## config.mk

```make
export PLATFORM = sky130hd
export DESIGN_NAME = uvi_div
export DESIGN_NICKNAME = d
export VERILOG_FILES = /design/src/rtl/core/assert_macros.svh /design/src/rtl/core/uvi_div.sv
export SDC_FILE = /design/constraint.sdc
export NUM_CORES = 1
export LEC_CHECK = 0
export BUFFER_PORTS_ARGS = -buffer_cell sky130_fd_sc_hd__buf_4
export CAP_MARGIN = 10
export CORE_MARGIN = 10
export CORE_UTILIZATION = 45
export CTS_CLUSTER_SIZE = 25
export DETAILED_ROUTE_END_ITERATION = 16
export GPL_TIMING_DRIVEN = 0
export PLACE_DENSITY = 0.77
export REMOVE_ABC_BUFFERS = 1
export SETUP_SLACK_MARGIN = 0.2
export SLEW_MARGIN = 15
export SYNTH_ARGS = -nofsm -noshare
export SYNTH_HDL_FRONTEND = slang
export SYNTH_SLANG_ARGS = --single-unit
```

## constraint.sdc

```tcl
create_clock -name clk -period 5.05 [get_ports clk]
set_input_delay 0.505 -clock clk [delete_from_list [all_inputs] [get_ports clk]]
set_output_delay 0.505 -clock clk [all_outputs]
set_load 0.005 [all_outputs]
```

## src/rtl/core/assert_macros.svh

```systemverilog
// Assertion macros shared by the interpolator RTL.
`ifndef ASSERT_MACROS_SVH
`define ASSERT_MACROS_SVH

// Same-cycle implication, disabled during reset.
`define ASSERT_IMPLIES(label, clk, rst, ante, cons) \
  label: assert property (@(posedge clk) disable iff (rst) (ante) |-> (cons)) \
    else $error("assertion failed");

// Next-cycle implication, disabled during reset.
`define ASSERT_NEXT(label, clk, rst, ante, cons) \
  label: assert property (@(posedge clk) disable iff (rst) (ante) |=> (cons)) \
    else $error("assertion failed");

`endif

```

## src/rtl/core/uvi_div.sv

```systemverilog
// Restoring unsigned divider, one quotient bit per cycle.
module uvi_div #(
  parameter int DW = 76,
  parameter int VW = 52
) (
  input  logic          clk,
  input  logic          rst,
  input  logic          start,
  input  logic [DW-1:0] dividend,
  input  logic [VW-1:0] divisor,
  output logic          busy,
  output logic          done,
  output logic [DW-1:0] quotient
);

  localparam int CW = $clog2(DW + 1);

  logic [CW-1:0] cnt;
  logic [DW-1:0] dvd;
  logic [VW-1:0] dvs;
  logic [VW-1:0] rem;
  logic [VW:0]   trial;
  logic          take;

  // Shift in the next dividend bit and try a subtract.
  assign trial = {rem, dvd[DW-1]};
  assign take  = trial >= {1'b0, dvs};

  // Step counter and completion pulse.
  always_ff @(posedge clk) begin
    if (rst) begin
      busy <= 1'b0;
      done <= 1'b0;
      cnt  <= '0;
    end else begin
      done <= 1'b0;
      if (start) begin
        busy <= 1'b1;
        cnt  <= CW'(DW);
      end else if (busy) begin
        cnt <= cnt - CW'(1);
        if (cnt == CW'(1)) begin
          busy <= 1'b0;
          done <= 1'b1;
        end
      end
    end
  end

  // Partial remainder and quotient.
  always_ff @(posedge clk) begin
    if (start) begin
      dvd <= dividend;
      dvs <= divisor;
      rem <= '0;
    end else if (busy) begin
      dvd      <= {dvd[DW-2:0], 1'b0};
      quotient <= {quotient[DW-2:0], take};
      rem      <= take ? VW'(trial - {1'b0, dvs}) : trial[VW-1:0];
    end
  end

endmodule

```

==> impl_metrics.py <==
metrics = {
    "timing": {
        "setup_violations": 0,
        "slew_viol_final": 0,
        "slew_headroom": 0.1822,
        "hold_violations": 0,
        "holdWs_ps": 114.7,
        "timing.fmax_mhz": 267.7,
        "fin_worst_skew_ps": 31.66,
        "worst_pin_slew_ps": 1227,
        "period_share": 0.7397,
        "min_period_ps": 3736,
        "grt_setup_unrepaired": "false",
        "final.setup.tns_ps": 0,
    },
    "clock_tree": {
        "cts.sinks": 265,
        "cts_made_buffers": 28,
        "clk_latency_ps": 560,
        "cts_hold_buf": 0,
        "clkTransAtPathRegs_ps": 70,
        "clock_path_buffers": 3,
        "postCtsSetupBuffers": 0,
        "cts_tree": "yes",
        "cts_max_level": 1,
        "root_buffer": "clkbuf_16",
        "cts_resized": 0,
    },
    "routing": {
        "drtIter0Drc": 501,
        "drtPass1Iterations": 5,
        "wl_mm": 29.42,
        "drtAntennaViolNets": 0,
        "routed_via_density": 5.367,
        "drc_errors": 0,
        "wl_per_cell_um": 17.54,
        "vias": 9001,
    },
    "critical_path": {
        "critPathMaxFanout": 31,
        "r2r_cells": 14,
        "cp-endpoint": "rem[50]$_SDFFE_PP0P_",
        "timing.rr.start": "dvs[23]$_DFFE_PP_",
        "rrSetupSlack_ps": 1310,
        "r2r_end": "rem[50]$_SDFFE_PP0P_",
        "startpoint": "dvs[23]$_DFFE_PP_",
        "crit_required_ps": 5440,
        "worstSetupEndpointType": "flop",
        "crit_type": "reg2reg",
        "worstSetupStartpointType": "flop",
        "crit_arrival_ps": 4130,
    },
    "synthesis": {
        "avgSynthCellArea_um2": 11.84,
        "ys_ff_latch": 265,
        "synthTopCellsByArea": "edfxtp_1, dfxtp_1, mux2_2, ha_1, a21oi_1",
        "ys_async_sr_fraction": 0,
        "postSynthCellCount": 1082,
        "yosysSeqAreaShare": 0.5736,
        "synth-warning-count": 0,
        "yosysTopAreaCellShare": 0.4783,
        "syn_area_um2": 12810,
        "yosys_most_used_dff": "edfxtp_1",
        "synthDistinctLibCells": 76,
        "synth-edff-count": 204,
        "yosys.area.top_type": "edfxtp_1",
    },
    "grt": {
        "grt_pass1_vias": 8987,
        "grt_max_degree": 111,
        "grt_pass1_wl_mm": 47.35,
        "antenna_found_initial": 0,
        "overflow": 0,
        "grt_util_all_layers": 0.1589,
    },
    "placed_design": {
        "place_inst": 1626,
        "io_buffers": 208,
        "gp_congestion": 0.8594,
        "hpwl_mm": 20.82,
    },
    "floorplan": {
        "row_count": 61,
        "initial_core_util": 0.4585,
        "design.die.area_um2": 35610,
        "io_pins": 209,
        "die_w_um": 188.7,
        "fp.dieH_um": 188.7,
        "core_um2": 27930,
    },
    "finish": {
        "fillers": 2357,
        "nets": 1464,
        "most-common-layout-cells": "buf_4, edfxtp_1, nor2_1",
        "diodes": 0,
        "stdcell_count": 1677,
        "drive_gt1_frac": 0.2725,
        "final_common_cell": "buf_4",
        "syn2layout_area_growth_pct": 22.46,
    },
    "run_status": {
        "status": "finished, final reports clean",
    },
    "power_and_ir_drop": {
        "p_int_mw": 3.944,
        "switchingPower_mw": 1.286,
        "switching_share": 0.2459,
        "combPwrFrac": 0.129,
        "p_leak_nw": 6.263,
        "p_clk_frac": 0.378,
        "vdd_drop_max_uv": 285.4,
        "seqPwrFrac": 0.492,
        "cellPowerDensity_nw_per_um2": 333.4,
    },
    "min_path": {
        "hp-class": "in2reg",
    },
    "run": {
        "cap_violations": 0,
    },
}
[metal layers]
layer / global-route usage / up-vias / wire, um
met3: 0.06462 / 46 / 2898
met5: 0 / - / 0
met4: 0.03694 / 0 / 623
met2: 0.2470 / 271 / 12980
li1: - / 4416 / -
met1: 0.2027 / 4268 / 12920
[critical path: stages (launching register included)]
cell	delay [ps]
edfxtp_1	330
inv_1	50
ha_1	380
nand2_1	190
nor3_1	110
nor2b_1	150
o311a_1	420
nor4_2	310
nor2_2	130
a31oi_4	460
buf_8	240
buf_16	190
inv_2	150
nand2_1	290
o221ai_1	160
[stage by stage]
step / worst slack (ps) / power [mW] / cell area (um^2) / util
5_1_grt: 1103 / 5.464 / 15690 / 0.5615
4_1_cts: 1314 / 5.293 / 15690 / 0.5615
6_report: 1314 / 5.230 / 15690 / 0.5615
3_3_place_gp: -2165 / 3.270 / 14620 / 0.5234
3_5_place_dp: 1347 / 3.290 / 14800 / 0.5297
2_1_floorplan: 439.0 / 3.042 / 12590 / -
[area by class of cell]
cell class | count | area (um^2) | area share
Sequential cell | 265 | 7351 | 0.4687
Multi-Input combinational cell | 701 | 4992 | 0.3183
Timing Repair Buffer | 214 | 1722 | 0.1098
Clock buffer | 30 | 708.2 | 0.04515
Tap cell | 378 | 473.0 | 0.03015
Inverter | 68 | 260.3 | 0.01659
Clock inverter | 21 | 178.9 | 0.01141
[sequential cells by signal, indices dropped and copies added (netlist names)]
name	cells
dvs	52
cnt	7
rem	52
busy	1
quotient	76
dvd	76
done	1
[logic make-up after synthesis]
kind of cell	after synthesis	synth area share
and+or+nand+nor	251	0.09251
xor gates and xnor gates	47	0.03214
muxes	85	0.07375
adders and majority gates	55	0.05431
buffers and inverters	116	0.03722
DFF	265	0.5736
AOI/OAI and AO/OA	263	0.1365
[power groups by stage]
stage                     Combinational [mW]  Sequential (mW)  Clock, mW
after floorplan                        0.442             2.60          0
after global placement                 0.648             2.62          0
after detailed placement               0.669             2.62          0
after CTS                              0.675             2.58       2.04
after global routing                   0.751             2.59       2.12
final                                  0.675             2.58       1.98
[worst min path at each step]
stage | from | to | slack [ps] | depth (start not counted)
6_report | divisor[12] | dvs[12]$_DFFE_PP_ | 110 | 1
2_1_floorplan | rem[19]$_SDFFE_PP0P_ | rem[19]$_SDFFE_PP0P_ | 440 | 2
5_1_grt | divisor[17] | dvs[17]$_DFFE_PP_ | 100 | 1
4_1_cts | divisor[12] | dvs[12]$_DFFE_PP_ | 90 | 1
3_3_place_gp | quotient[5]$_DFFE_PP_ | quotient[6]$_DFFE_PP_ | 430 | 0
3_5_place_dp | quotient[68]$_DFFE_PP_ | quotient[69]$_DFFE_PP_ | 440 | 0
[synth_stat cells, types with 25 or more instances]
cell,number
edfxtp_1,204
nor2_1,87
a21oi_1,82
mux2_2,75
inv_1,67
nand2_1,65
dfxtp_1,61
ha_1,54
o21ai_0,37
clkbuf_1,32
a21o_1,31
a211oi_1,28
nor3_1,25
xnor2_1,25
(Power assumes the default switching activity.)
