### config.mk
export PLATFORM = sky130hd
export DESIGN_NAME = uvi_isqrt
export DESIGN_NICKNAME = d
export VERILOG_FILES = /design/src/rtl/core/assert_macros.svh /design/src/rtl/core/uvi_pkg.sv /design/src/rtl/core/uvi_isqrt.sv
export SDC_FILE = /design/constraint.sdc
export NUM_CORES = 1
export LEC_CHECK = 0
export BUFFER_PORTS_ARGS = -buffer_cell sky130_fd_sc_hd__buf_2
export CORE_MARGIN = 3
export CORE_UTILIZATION = 63
export DETAILED_ROUTE_END_ITERATION = 10
export GPL_TIMING_DRIVEN = 1
export PLACE_DENSITY = 0.93
export SLEW_MARGIN = 20
export SYNTH_ARGS = -nofsm -noshare
export SYNTH_HDL_FRONTEND = slang
export SYNTH_SLANG_ARGS = --single-unit
export TNS_END_PERCENT = 20
### constraint.sdc
create_clock -name clk -period 13.5 [get_ports clk]
set_input_delay 2.025 -clock clk [delete_from_list [all_inputs] [get_ports clk]]
set_output_delay 2.025 -clock clk [all_outputs]
set_load 0.02 [all_outputs]
### src/rtl/core/assert_macros.svh
// Assertion macros shared by the interpolator RTL.
`ifndef ASSERT_MACROS_SVH
`define ASSERT_MACROS_SVH

// Same-cycle implication, disabled during reset.
`define ASSERT_IMPLIES(label, clk, rst, ante, cons) \
  label: assert property (@(posedge clk) disable iff (rst) (ante) |-> (cons)) \
    else $error("assertion failed");

// Next-cycle implication, disabled during reset.
`define ASSERT_NEXT(label, clk, rst, ante, cons) \
  label: assert property (@(posedge clk) disable iff (rst) (ante) |=> (cons)) \
    else $error("assertion failed");

`endif

### src/rtl/core/uvi_pkg.sv
// Types and constants of the UV nearest-neighbor vertex interpolator.
package uvi_pkg;

  // Item kinds carried on the input tuser.
  localparam logic [1:0] KIND_CLEAR = 2'd0;
  localparam logic [1:0] KIND_LOAD  = 2'd1;
  localparam logic [1:0] KIND_QUERY = 2'd2;
  localparam logic [1:0] KIND_NOP   = 2'd3;

  // Stored entry: pos x/y/z, normal x/y/z, tex u/v from the lowest bit up.
  localparam int ENT_W = 192;
  localparam int D_W = 51;           // squared UV distance, units of 2^-32
  localparam logic [D_W-1:0] EPS = D_W'(4295);
  localparam int WFRAC = 24;
  localparam logic signed [15:0] NORM_ONE = 16'sd16384;
  localparam int NUM_COMP = 8;

  // Shared divider and square root widths.
  localparam int DIV_W = 76;
  localparam int DVS_W = 52;
  localparam int SQ_IN_W = 64;
  localparam int SQ_OUT_W = 32;

  typedef enum logic [4:0] {
    ST_IDLE,
    ST_SCAN,
    ST_DRAIN,
    ST_NEAR_RD,
    ST_NEAR_CAP,
    ST_W_RD,
    ST_W_GO,
    ST_W_WAIT,
    ST_MAC,
    ST_A_GO,
    ST_A_WAIT,
    ST_SQ,
    ST_LEN,
    ST_SQRT_GO,
    ST_SQRT_WAIT,
    ST_N_GO,
    ST_N_WAIT,
    ST_OUT
  } state_t;

endpackage

### src/rtl/core/uvi_isqrt.sv
// Iterative integer square root, rounding down, two radicand bits per cycle.
module uvi_isqrt (
  input  logic                         clk,
  input  logic                         rst,
  input  logic                         start,
  input  logic [uvi_pkg::SQ_IN_W-1:0]  radicand,
  output logic                         done,
  output logic [uvi_pkg::SQ_OUT_W-1:0] root
);

  import uvi_pkg::*;

  localparam int CW = $clog2(SQ_OUT_W + 1);

  logic [CW-1:0]      cnt;
  logic               busy;
  logic [SQ_IN_W-1:0] x;
  logic [SQ_IN_W-1:0] r;
  logic [SQ_IN_W-1:0] b;
  logic [SQ_IN_W-1:0] sum;
  logic               ge;

  assign sum  = r + b;
  assign ge   = x >= sum;
  assign root = r[SQ_OUT_W-1:0];

  // Step counter and completion pulse.
  always_ff @(posedge clk) begin
    if (rst) begin
      busy <= 1'b0;
      done <= 1'b0;
      cnt  <= '0;
    end else begin
      done <= 1'b0;
      if (start) begin
        busy <= 1'b1;
        cnt  <= CW'(SQ_OUT_W);
      end else if (busy) begin
        cnt <= cnt - CW'(1);
        if (cnt == CW'(1)) begin
          busy <= 1'b0;
          done <= 1'b1;
        end
      end
    end
  end

  // Digit-by-digit root.
  always_ff @(posedge clk) begin
    if (start) begin
      x <= radicand;
      r <= '0;
      b <= {2'b01, {(SQ_IN_W-2){1'b0}}};
    end else if (busy) begin
      if (ge) begin
        x <= x - sum;
        r <= (r >> 1) + b;
      end else begin
        r <= r >> 1;
      end
      b <= b >> 2;
    end
  end

endmodule

==> results.sh <==
export IMPL_outcome="complete, no violations"
export IMPL_setup_violations=0
export IMPL_chipHeight_um=165
export IMPL_die_area_um2=27100
export IMPL_clock_latency_ps=460
export IMPL_synth_edf_count=64
export IMPL_cp_start_kind="flop"
export IMPL_synth_seq_cells=168
export IMPL_rsz0062_at_grt="no"
export IMPL_seqPwrFrac_pct=28.7
export IMPL_grt_pass1_wl_um=73100
export IMPL_first_iter_violations=2048
export IMPL_cts_clk_slew_worst_paths_ps=90
export IMPL_first_global_vias=14500
export IMPL_slew_viol_final=0
export IMPL_placed_cell_area_um2=16100
export IMPL_relSlewSlack_pct=23.7
export IMPL_synth_area_um2=15900
export IMPL_final_util_pct=68.3
export IMPL_grtUsageTotal_pct=33.0
export IMPL_crit_start="b[0]"
export IMPL_placed_cells=2310
export IMPL_start_util_pct=64.6
export IMPL_post_drt_via_cell_ratio=6.77
export IMPL_cp_cell_sequence="ha_1 -> ha_1 -> a21oi_1 -> o21ai_1 -> a211o_1 -> a2111oi_0 -> o21ai_1 -> nand3_1 -> xor2_1 -> ha_1 -> nand2_1 -> nor2_1 -> nand3_1 -> o32ai_1 -> o211ai_1 -> and2_2 -> buf_4 -> o21ai_4 -> buf_4"
export IMPL_async_reset_ff_share_pct=0
export IMPL_powerDensity_nw_per_um2=147
export IMPL_switching_share_pct=44.4
export IMPL_cp_end_kind="flop"
export IMPL_port_buffers=99
export IMPL_fmax_mhz=145
export IMPL_crit_type="flop to flop"
export IMPL_clock_skew_ps=20.6
export IMPL_route_vias_total=15900
export IMPL_seq_area_frac_synth_pct=25.3
export IMPL_stdcell_area_um2=16700
export IMPL_grt_max_degree=104
export IMPL_cp_required_ps=13580
export IMPL_ir_worst_vdd_mv=0.0899
export IMPL_drive_gt1_share_pct=9.76
export IMPL_worst_slack_ps=6610
export IMPL_ctsRootBufferMaster="clkbuf_16"
export IMPL_numCtsBuffers=17
export IMPL_clockBufferDepth=2
export IMPL_synth_area_per_cell_um2=7.85
export IMPL_worstReg2RegStart="b[0]"
export IMPL_synthFlopType="dfxtp_1"
export IMPL_cap_violations=0
export IMPL_finalNetCount=2205
export IMPL_ctsResizeCount=0
export IMPL_crit_path_max_incr_delay_ps=950
export IMPL_synth_cell_type_count=90
export IMPL_cts_max_level=4
export IMPL_min_period_ps=6890
export IMPL_crit_family="compound AO/OA/AOI/OAI gates"
export IMPL_die_w_um=165
export IMPL_p_leak_nw=6.49
export IMPL_crit_buf_inv=2
export IMPL_final_cells=2342
export IMPL_yosysWarnings=0
export IMPL_min_path_type="flop to flop"
export IMPL_cpMostUsedCell="ha_1"
export IMPL_gp_congestion=1.03
export IMPL_worstSetupEndpoint="x[47]"
export IMPL_p_clk_share_pct=20.8
export IMPL_switchingPower_mw=1.10
export IMPL_ant_nets=0
export IMPL_drc_errors=0
export IMPL_fin_hold_ws_ps=495
export IMPL_hold_viol_final=0
export IMPL_r2r_cells=19
export IMPL_worstPathArrival_ps=6980
export IMPL_dr_pass1_iters=8
export IMPL_antenna_found_initial=0
export IMPL_syn2layout_area_growth_pct=5.64
export IMPL_fin_setup_tns_ps=0
export IMPL_p_int_mw=1.37
export IMPL_power_total_mw=2.47
export IMPL_cts_hold_buf=0
export IMPL_syn_nets=2219
export IMPL_gr_total_overflow=0
export IMPL_post_cts_repair_setup_buffers=0
export IMPL_wl_per_cell_um=19.5
export IMPL_cts_tree="done"
export IMPL_reg2reg_slack_ps=6610
export IMPL_dp_worst_setup_slack_ps=6980
export IMPL_reg2reg_to="x[47]"
export IMPL_diodes=0
export IMPL_tightestPinTransition_ps=1120
export IMPL_io_pins=100
export IMPL_rows=57
export IMPL_cp_slowest_cell="a2111oi_0"
export IMPL_cts_sinks=168
export IMPL_post_route_period_util_pct=51.1
export IMPL_core_area_um2=24500
export IMPL_wl_um=45600
export IMPL_netlist_instances=2019
export IMPL_combPwrFrac_pct=50.4
export IMPL_cp_depth=19
export IMPL_dp_hpwl_um=33800
export IMPL_critPathMaxFanout=80
## cell families after synthesis
kind of cell	count (synthesis)	synth area share, %
flops	168	25.3
fa+ha+maj	133	10.5
compound gates	649	27.2
simple gates	681	19.9
mux	54	3.45
xor+xnor	145	8.01
buf+inv	189	5.56
## routing by layer
| layer | part of all wire, % | global-route usage (%) |
|---|---|---|
| met5 | 0 | 0 |
| met3 | 9.8 | 6.80 |
| met4 | 2.8 | 10.9 |
| met1 | 43 | 45.7 |
| met2 | 44 | 51.6 |
## cell usage in the layout (no fill, tap or decap), drive strengths merged, types with 15 or more instances in the layout
master / netlist / routed
nand2: 243 / 243
nor2: 182 / 182
o21ai: 172 / 172
ha: 132 / 132
a21oi: 124 / 124
buf: 57 / 108
dfxtp: 104 / 104
xnor2: 76 / 76
xor2: 69 / 69
edfxtp: 64 / 64
a31oi: 60 / 60
inv: 47 / 55
nand4: 49 / 49
mux2i: 49 / 49
a21o: 47 / 47
nor3: 44 / 44
nand3: 36 / 36
o21bai: 35 / 35
a211oi: 29 / 29
o31ai: 22 / 22
or3: 21 / 21
nor4: 20 / 20
a311oi: 17 / 17
and3: 17 / 17
clkbuf: 84 / 17
and2: 17 / 17
o21a: 16 / 16
a31o: 15 / 15
## how the worst min path moves through the flow
| stage | from | end | slack, ps | cells after the start |
|---|---|---|---|---|
| 3_5_place_dp | cnt[0] | cnt[0] | 480 | 2 |
| 5_1_grt | cnt[0] | cnt[0] | 540 | 2 |
| 4_1_cts | cnt[0] | cnt[0] | 500 | 2 |
| 2_1_floorplan | r[0] | r[0] | 450 | 2 |
| 3_3_place_gp | r[0] | r[0] | 470 | 2 |
| 6_report | cnt[1] | cnt[1] | 500 | 2 |
## worst min-delay path, cell delays in order (launching register included)
cell and delay (ps):
dfxtp_1 320, nor2_1 80, a211oi_1 50
## layout make-up
| cell class | instances | area (µm²) |
|---|---|---|
| multi-input cells | 1662 | 11000 |
| fillers | 2017 | 7790 |
| flip-flops and latches | 168 | 4010 |
| repair buffers | 108 | 569 |
| clock buffers | 17 | 425 |
| well taps | 324 | 405 |
| inverters | 48 | 180 |
| clock inverters | 15 | 176 |
## power by group through the flow
stage	registers [mW]	logic, mW	clock network, mW
2_1_floorplan	0.685	0.974	0
3_3_place_gp	0.714	1.18	0
3_5_place_dp	0.716	1.20	0
4_1_cts	0.706	1.21	0.515
5_1_grt	0.717	1.37	0.539
6_report	0.710	1.25	0.515
## registers in the layout, summed over array words and instances, names as in the netlist
signal  flops
r          64
x          64
b          32
cnt         6
busy        1
done        1
## cell usage after synthesis (all sizes together) (5+ instances only)
cell / count / area, µm²
or3: 21 / 131
nor2b: 11 / 68.8
a311oi: 17 / 149
and3: 17 / 106
mux2i: 49 / 490
a31o: 15 / 131
and2: 17 / 106
a31oi: 60 / 388
nor2: 182 / 683
a221oi: 11 / 109
a211oi: 29 / 228
o221a: 6 / 67.6
buf: 57 / 384
a22o: 5 / 43.8
a21oi: 124 / 624
a211o: 5 / 43.8
nand2: 243 / 912
dfxtp: 104 / 2080
o22ai: 7 / 43.8
edfxtp: 64 / 1920
xnor2: 76 / 666
o21ai: 172 / 872
o211ai: 14 / 105
xor2: 69 / 604
nand2b: 14 / 87.6
nor3: 44 / 230
o21bai: 35 / 263
mux2: 5 / 56.3
o31ai: 22 / 184
ha: 132 / 1650
o21a: 16 / 120
inv: 47 / 176
a21boi: 11 / 82.6
nand3: 36 / 180
nand3b: 5 / 37.5
or2: 8 / 50.1
a21o: 47 / 353
nand4: 49 / 307
clkbuf: 84 / 318
nor4: 20 / 138
Power figures use the tool's default switching activity.
