[config.mk]
export PLATFORM = sky130hd
export DESIGN_NAME = uvi_ram
export DESIGN_NICKNAME = d
export VERILOG_FILES = /design/src/rtl/core/assert_macros.svh /design/src/rtl/core/uvi_ram.sv
export SDC_FILE = /design/constraint.sdc
export NUM_CORES = 1
export LEC_CHECK = 0
export BUFFER_PORTS_ARGS = -buffer_cell sky130_fd_sc_hd__buf_2
export CORE_MARGIN = 1.5
export CORE_UTILIZATION = 35
export DETAILED_ROUTE_END_ITERATION = 6
export SLEW_MARGIN = 20
export SYNTH_ARGS = -nofsm -noshare
export SYNTH_HDL_FRONTEND = slang
export SYNTH_SLANG_ARGS = --single-unit
export TNS_END_PERCENT = 20
[constraint.sdc]
create_clock -name clk -period 2.1 [get_ports clk]
set_input_delay 0.42 -clock clk [delete_from_list [all_inputs] [get_ports clk]]
set_output_delay 0.42 -clock clk [all_outputs]
set_load 0.01 [all_outputs]
[src/rtl/core/assert_macros.svh]
// Assertion macros shared by the interpolator RTL.
`ifndef ASSERT_MACROS_SVH
`define ASSERT_MACROS_SVH

// Same-cycle implication, disabled during reset.
`define ASSERT_IMPLIES(label, clk, rst, ante, cons) \
  label: assert property (@(posedge clk) disable iff (rst) (ante) |-> (cons)) \
    else $error("assertion failed");

// Next-cycle implication, disabled during reset.
`define ASSERT_NEXT(label, clk, rst, ante, cons) \
  label: assert property (@(posedge clk) disable iff (rst) (ante) |=> (cons)) \
    else $error("assertion failed");

`endif

[src/rtl/core/uvi_ram.sv]
// Generic simple dual-port RAM with registered read data.
module uvi_ram #(
  parameter int WIDTH = 8,
  parameter int DEPTH = 16
) (
  input  logic                     clk,
  input  logic                     we,
  input  logic [$clog2(DEPTH)-1:0] waddr,
  input  logic [WIDTH-1:0]         wdata,
  input  logic [$clog2(DEPTH)-1:0] raddr,
  output logic [WIDTH-1:0]         rdata
);

  logic [WIDTH-1:0] mem [DEPTH];

  // One write and one registered read per cycle.
  always_ff @(posedge clk) begin
    if (we) begin
      mem[waddr] <= wdata;
    end
    rdata <= mem[raddr];
  end

endmodule

==> results.md, run 1 <==
### Critical path
• **worst setup path endpoint** rdata[2]$_DFF_P_
• **Worst R2R Path Depth** 3
• **launch instance of the worst register-to-register path** mem[9][2]$_DFFE_PP_
• **critical path startpoint** raddr[0]
• **class of the most critical setup path** input port to flop
• **Critical Path Fanout Max** 13
• **data arrival time of the critical path** 1760 ps
• **Worst R2R End** rdata[2]$_DFF_P_
• **Worst Setup Start Kind** input port
• **WP data required** 2380 ps
• **sort of element at the end of the critical path** flop
• **R2R Setup Slk** 760 ps

### Yosys
• **post-synthesis share of cell area spent on and, or, nand and nor gates** 0.0318
• **register area share after synthesis** 0.778
• **main combinational cell family by area after synthesis** multiplexers
• **dominant cell by count in the synthesized netlist** sky130_fd_sc_hd__edfxtp_1
• **synthesized area per cell** 22.5 sq um
• **Compound-Gate Fraction of Synth Area** 0.0233
• **multiplexer area fraction after synthesis** 0.150
• **yosys synthesis warning count** 0
• **number of standard cells after synthesis** 229
• **Distinct cells, synth** 19
• **leading register cell type out of synthesis** sky130_fd_sc_hd__edfxtp_1
• **biggest area contributors in the synthesized netlist** sky130_fd_sc_hd__edfxtp_1 (75%), sky130_fd_sc_hd__mux4_2 (7.9%), sky130_fd_sc_hd__mux4_1 (7.1%)
• **Post-Synthesis Net Count** 247
• **cell type with the largest total area after synthesis** sky130_fd_sc_hd__edfxtp_1
• **xor/xnor share of the synthesized area** 0
• **total of flip-flops plus latches after synthesis** 136
• **FFs w/ async S/R, synth** 0
• **Synth Area in Adders** 0
• **most instantiated cells after synthesis** sky130_fd_sc_hd__edfxtp_1 (128), sky130_fd_sc_hd__mux4_2 (18), sky130_fd_sc_hd__a22oi_1 (16)
• **post-synth top area share** 0.747
• **Post-Syn Area** 5150 sq um
• **number of synthesized flops with an enable pin** 128

### Clock network
• **cts repair resizes** 0
• **total clock sinks** 136
• **clock buffers created by TritonCTS** 17
• **clock buffer depth** 2
• **Post-CTS Setup Bufs** 0
• **number of hold buffers added after CTS** 0
• **cell chosen for the clock root** sky130_fd_sc_hd__clkbuf_16
• **clock tree from TritonCTS** yes
• **clk_lat worst skew** 410 ps
• **clock input transition at the sequential cells of the worst setup and hold paths** 50 ps
• **CTS HTree Levels** 4

### Route
• **number of vias per cell** 5.04
• **first-pass detailed-route iteration total** 4
• **drc violations** 0
• **remaining number of nets flagged by the antenna check after routing** 0
• **post-detailed-routing wire length** 10200 um
• **Vias** 2432
• **Routed wire per std cell** 21.1 um
• **Detailed Route Iter0 Violations** 161

### Floorplan
• **Die X** 124 um
• **total number of placement rows** 44
• **vertical extent of the die** 124 um
• **core region area** 14400 sq um
• **Die Footprint** 15400 sq um
• **IO Count** 26
• **initial core utilization** 0.357

### Timing
• **number of hold-slack violations in the final timing report** 0
• **WHS** 393 ps
• **final number of setup-violating endpoints** 0
• **shortest clock period the worst path allows after layout** 1480 ps
• **achievable frequency** 676 MHz
• **number of pins with negative max-slew slack in the final report** 0
• **worst-margin pin slew** 382 ps
• **clock skew after layout** 5.69 ps
• **share of the cycle needed by the critical path after routing** 0.704
• **unrepaired setup endpoints after global routing** false
• **setup TNS after final layout** 0 ps
• **worst rel slew slack** 0.745

### Pwr
• **leakage power figure** 2.13 nW
• **power density relative to cell area** 1020 nW/um^2
• **power share of the combinational group** 0.046
• **relative contribution of the clock network to total power** 0.476
• **Seq pwr share** 0.478
• **peak supply drop** 982 uV
• **Pint** 0.00519 W
• **net load switching power** 0.00120 W
• **switch share** 0.188

### Layout
• **share of post-route cells with drive strength above 1** 0.318
• **Layout area overhead** 21.4%
• **antenna diode instance count** 0
• **fin nets** 304

### Global route
• **global-route wire length before repair** 15600 um
• **largest net degree at the start of global routing** 33
• **via count of the first global-routing pass** 2626
• **number of antenna violations at the first check in global routing** 0
• **Total GRT Usage** 0.142
• **Remaining Overflow, GRT** 0

### Placed design
• **# port buffers** 25
• **final estimated routing congestion in global placement** 0.690
• **HPWL Detailed** 6640 um

### Run
• **max-capacitance violation count** 0

### Worst hold path
• **class of the tightest hold or removal check** input port to flop

### Run status
• **status** completed

power by group through the flow:
stage / registers (W) / logic [W] / clock network [W]
final: 0.00306 / 0.000293 / 0.00304
after global routing: 0.00306 / 0.000321 / 0.00320
after CTS: 0.00306 / 0.000301 / 0.00310
after detailed placement: 0.00311 / 0.000299 / 0
after global placement: 0.00311 / 0.000292 / 0
after floorplan: 0.00311 / 0.000154 / 0
worst min path at each step:
stage	slack, ps	endpoint	startpoint	cells past startpoint
2_1_floorplan	520	mem[0][0]$_DFFE_PP_	wdata[0]	0
3_3_place_gp	650	rdata[2]$_DFF_P_	mem[7][2]$_DFFE_PP_	3
3_5_place_dp	680	rdata[1]$_DFF_P_	mem[4][1]$_DFFE_PP_	3
4_1_cts	380	mem[3][4]$_DFFE_PP_	wdata[4]	1
5_1_grt	390	mem[5][4]$_DFFE_PP_	wdata[4]	1
6_report	390	mem[4][4]$_DFFE_PP_	wdata[4]	1
worst max-delay path, cell delays in order:
cell and delay, ps:
sky130_fd_sc_hd__buf_2 220, sky130_fd_sc_hd__buf_12 200, sky130_fd_sc_hd__mux4_1 550, sky130_fd_sc_hd__a22oi_1 270, sky130_fd_sc_hd__nand2_1 100
per-stage QoR:
| stage | util | power, W | std cells | setup WS (ps) | cell area, sq um |
|---|---|---|---|---|---|
| 2_1_floorplan | - | 0.00327 | 229 | 187 | 5150 |
| 5_1_grt | 0.433 | 0.00659 | 483 | 544 | 6250 |
| 3_3_place_gp | 0.390 | 0.00340 | 451 | 185 | 5630 |
| 3_5_place_dp | 0.390 | 0.00341 | 451 | 149 | 5630 |
| 4_1_cts | 0.433 | 0.00646 | 483 | 589 | 6250 |
| 6_report | 0.433 | 0.00639 | 483 | 622 | 6250 |
layer usage:
layer | up-vias | global-route usage | part of all wire
met3 | 12 | 0.0425 | 0.043
met2 | 53 | 0.216 | 0.49
met1 | 1276 | 0.191 | 0.45
li1 | 1091 | - | -
met5 | - | 0 | 0
met4 | 0 | 0.0588 | 0.013
sequential cells by signal, indices dropped and copies added (netlist names):
signal	cells
mem	128
rdata	8
layout by cell type (no fill, tap or decap), types with 5 or more instances in the layout:
cell,synthesis,routed
sky130_fd_sc_hd__a22oi_1,16,16
sky130_fd_sc_hd__buf_2,3,25
sky130_fd_sc_hd__buf_4,1,20
sky130_fd_sc_hd__clkbuf_16,0,17
sky130_fd_sc_hd__clkbuf_8,0,5
sky130_fd_sc_hd__dfxtp_1,8,8
sky130_fd_sc_hd__edfxtp_1,128,128
sky130_fd_sc_hd__mux4_1,14,14
sky130_fd_sc_hd__mux4_2,18,18
sky130_fd_sc_hd__nand2_1,9,9
sky130_fd_sc_hd__nor2_1,13,13
kinds of logic (layout without fill, tap and decap cells):
logic type	count (synthesis)	in the layout
compound gates	16	16
buf+inv	10	80
flops	136	136
mux	32	32
simple gates	35	35
area by class of cell:
class | count | area (sq um)
clock inverter | 6 | 113
timing repair buffer | 48 | 335
clock buffer | 26 | 509
fill | 1254 | 8180
tap | 184 | 230
sequential | 136 | 4000
multi-input combinational | 83 | 1060
No activity file was read; power rests on OpenSTA's default activity.
==> inputs of run 2 (changes only) <==
Settings changed: ABC_AREA from default to 1.
Clock period 2.1 ns to 1.3 ns, I/O delays scaled along.
==> run 2 against run 1 <==
Compared with the run above: register-to-register slack got worse by 420 ps; clock skew is 0.86 ps lower; first-iteration DRC count is 86% higher; cell count up 72%; area after synthesis increased by 12%; clock power up 65%; final area rose by 11%; critical path type is now flop to primary output; critical endpoint is now rdata[5]; largest power group is now clock.
==> results.md, run 2 <==
### Critical path
• **Critical Path Fanout Max** 1
• **number of buffers and inverters on the critical path** 1
• **Max stage delay cell, worst path** sky130_fd_sc_hd__dfxtp_1
• **WP data required** 1040 ps
• **data arrival time of the critical path** 910 ps
• **sort of element at the end of the critical path** primary output
• **class of the most critical setup path** flop to primary output
• **delay of the slowest cell on the worst path** 350 ps
• **cells along the critical path** buf_2
• **Top Family by Delay on Critical Path** flip-flops
• **Worst Setup Start Kind** flop

### Yosys
• **post-synth top area share** 0.667
• **biggest area contributors in the synthesized netlist** sky130_fd_sc_hd__edfxtp_1 (67%), sky130_fd_sc_hd__nand2_1 (11%), sky130_fd_sc_hd__nand3_1 (8.4%)
• **total of flip-flops plus latches after synthesis** 136
• **Post-Synthesis Net Count** 569
• **Post-Syn Area** 5770 sq um
• **Distinct cells, synth** 12
• **leading register cell type out of synthesis** sky130_fd_sc_hd__edfxtp_1
• **number of standard cells after synthesis** 551
• **register area share after synthesis** 0.694
• **yosys synthesis warning count** 0
• **synthesized area per cell** 10.5 sq um
• **dominant cell by count in the synthesized netlist** sky130_fd_sc_hd__nand2_1
• **cell type with the largest total area after synthesis** sky130_fd_sc_hd__edfxtp_1
• **FFs w/ async S/R, synth** 0
• **most instantiated cells after synthesis** sky130_fd_sc_hd__nand2_1 (173), sky130_fd_sc_hd__edfxtp_1 (128), sky130_fd_sc_hd__inv_1 (100)
• **number of synthesized flops with an enable pin** 128

### Route
• **uppermost layer routed** met4
• **remaining number of nets flagged by the antenna check after routing** 0
• **Detailed Route Iter0 Violations** 299
• **first-pass detailed-route iteration total** 5
• **Met1 Wirelength** 5460 um
• **length of routed met2 wiring** 6120 um
• **drc violations** 0
• **Vias** 3764
• **Met3 Routed Length** 453 um
• **number of vias per cell** 4.53
• **post-detailed-routing wire length** 12300 um
• **Routed wire per std cell** 14.8 um

### Floorplan
• **initial core utilization** 0.360
• **Die Footprint** 17300 sq um
• **vertical extent of the die** 131 um
• **IO Count** 26
• **total number of placement rows** 46
• **Die X** 131 um
• **core region area** 16000 sq um

### Clock network
• **total clock sinks** 136
• **cts repair resizes** 0
• **clock buffer depth** 2
• **Post-CTS Setup Bufs** 0
• **clock buffers created by TritonCTS** 17
• **clock input transition at the sequential cells of the worst setup and hold paths** 60 ps
• **cell chosen for the clock root** sky130_fd_sc_hd__clkbuf_16
• **CTS HTree Levels** 4
• **number of hold buffers added after CTS** 0
• **clk_lat worst skew** 410 ps
• **clock tree from TritonCTS** yes

### Global route
• **via count of the first global-routing pass** 3720
• **largest net degree at the start of global routing** 45
• **number of antenna violations at the first check in global routing** 0
• **Remaining Overflow, GRT** 0
• **Total GRT Usage** 0.153
• **global-route wire length before repair** 19800 um

### Pwr
• **relative contribution of the clock network to total power** 0.474
• **Pint** 0.00847 W
• **leakage power figure** 3.00 nW
• **switch share** 0.199
• **Seq pwr share** 0.466
• **power share of the combinational group** 0.059
• **net load switching power** 0.00210 W
• **power density relative to cell area** 1530 nW/um^2
• **peak supply drop** 866 uV

### Run status
• **status** completed

### Layout
• **commonest cells after routing, fill and taps aside** sky130_fd_sc_hd__nand2_1 (173), sky130_fd_sc_hd__edfxtp_1 (128), sky130_fd_sc_hd__inv_1 (100), sky130_fd_sc_hd__nand3_1 (97), sky130_fd_sc_hd__buf_2 (25)
• **most frequent standard cell in the layout excluding fill and tap cells** sky130_fd_sc_hd__nand2_1
• **Regs by FF count** mem: 128 flops, rdata: 8 flops
• **share of post-route cells with drive strength above 1** 0.138
• **post-route insts no fill** 830
• **fin nets** 619
• **antenna diode instance count** 0
• **Layout area overhead** 20.0%
• **register with the most flip-flops** mem
• **max FFs per register** 128

### Timing
• **unrepaired setup endpoints after global routing** false
• **share of the cycle needed by the critical path after routing** 0.898
• **WHS** 149 ps
• **number of hold-slack violations in the final timing report** 0
• **worst rel slew slack** 0.778
• **setup TNS after final layout** 0 ps
• **achievable frequency** 857 MHz
• **number of pins with negative max-slew slack in the final report** 0
• **worst-margin pin slew** 333 ps
• **shortest clock period the worst path allows after layout** 1170 ps
• **clock skew after layout** 4.84 ps
• **final number of setup-violating endpoints** 0

### Placed design
• **final estimated routing congestion in global placement** 0.756
• **placed instance count** 798
• **HPWL Detailed** 7910 um
• **# port buffers** 25

### Worst hold path
• **class of the tightest hold or removal check** input port to flop

### Run
• **max-capacitance violation count** 0

[run 2: changes by cell type in the layout (fill, tap and decap cells not counted), sizes merged, moves of 7 or more]
cell | previous run | this run
a22oi | 16 | 0
nand2 | 9 | 173
inv | 0 | 102
buf | 48 | 55
nand3 | 1 | 97
mux4 | 32 | 0
[run 2: layout make-up]
class                           instances  area, sq um
Fill cell                            1507         9080
Sequential cell                       136         4000
Multi-Input combinational cell        289         1210
Clock buffer                           24          482
Timing Repair Buffer                   55          425
Inverter                              102          383
Tap cell                              216          270
Clock inverter                          8          143
[run 2: cells by family (layout without fill, tap and decap cells)]
kind of cell | Yosys count | count (layout) | share of synthesized area
and+or+nand+nor | 289 | 289 | 0.210
DFF | 136 | 136 | 0.694
buffers and inverters | 126 | 189 | 0.0952
[run 2: path summary, 6_finish.rpt]
| kind | from | endpoint | slack [ps] | cells after the start |
|---|---|---|---|---|
| worst min-delay path | raddr[3] | rdata[7]$_DFF_P_ | 150 | 3 |
| worst min register to register | mem[2][0]$_DFFE_PP_ | rdata[0]$_DFF_P_ | 660 | 6 |
| worst max register to register | mem[13][0]$_DFFE_PP_ | rdata[0]$_DFF_P_ | 340 | 6 |
| worst max-delay path | rdata[5]$_DFF_P_ | rdata[5] | 130 | 1 |
[run 2: per-layer routing]
metal	vias to the layer above	GRT usage
met5	-	0
met3	12	0.0397
met2	88	0.252
met1	1790	0.194
met4	0	0.0593
li1	1874	-
[run 2: stage by stage]
step	utilization	total power, W	worst slack [ps]	area (sq um)
final	0.433	0.0106	133	6920
after global routing	0.433	0.0110	87.9	6920
after CTS	0.433	0.0107	95.4	6920
after detailed placement	0.393	0.00565	26.5	6300
after global placement	0.393	0.00564	26.9	6300
after floorplan	-	0.00538	89.2	5770
[run 2: power by group through the flow]
stage	Sequential (W)	Combinational (W)	Clock (W)
2_1_floorplan	0.00503	0.000346	0
3_3_place_gp	0.00502	0.000617	0
3_5_place_dp	0.00502	0.000629	0
4_1_cts	0.00493	0.000633	0.00510
5_1_grt	0.00494	0.000702	0.00531
6_report	0.00493	0.000626	0.00502
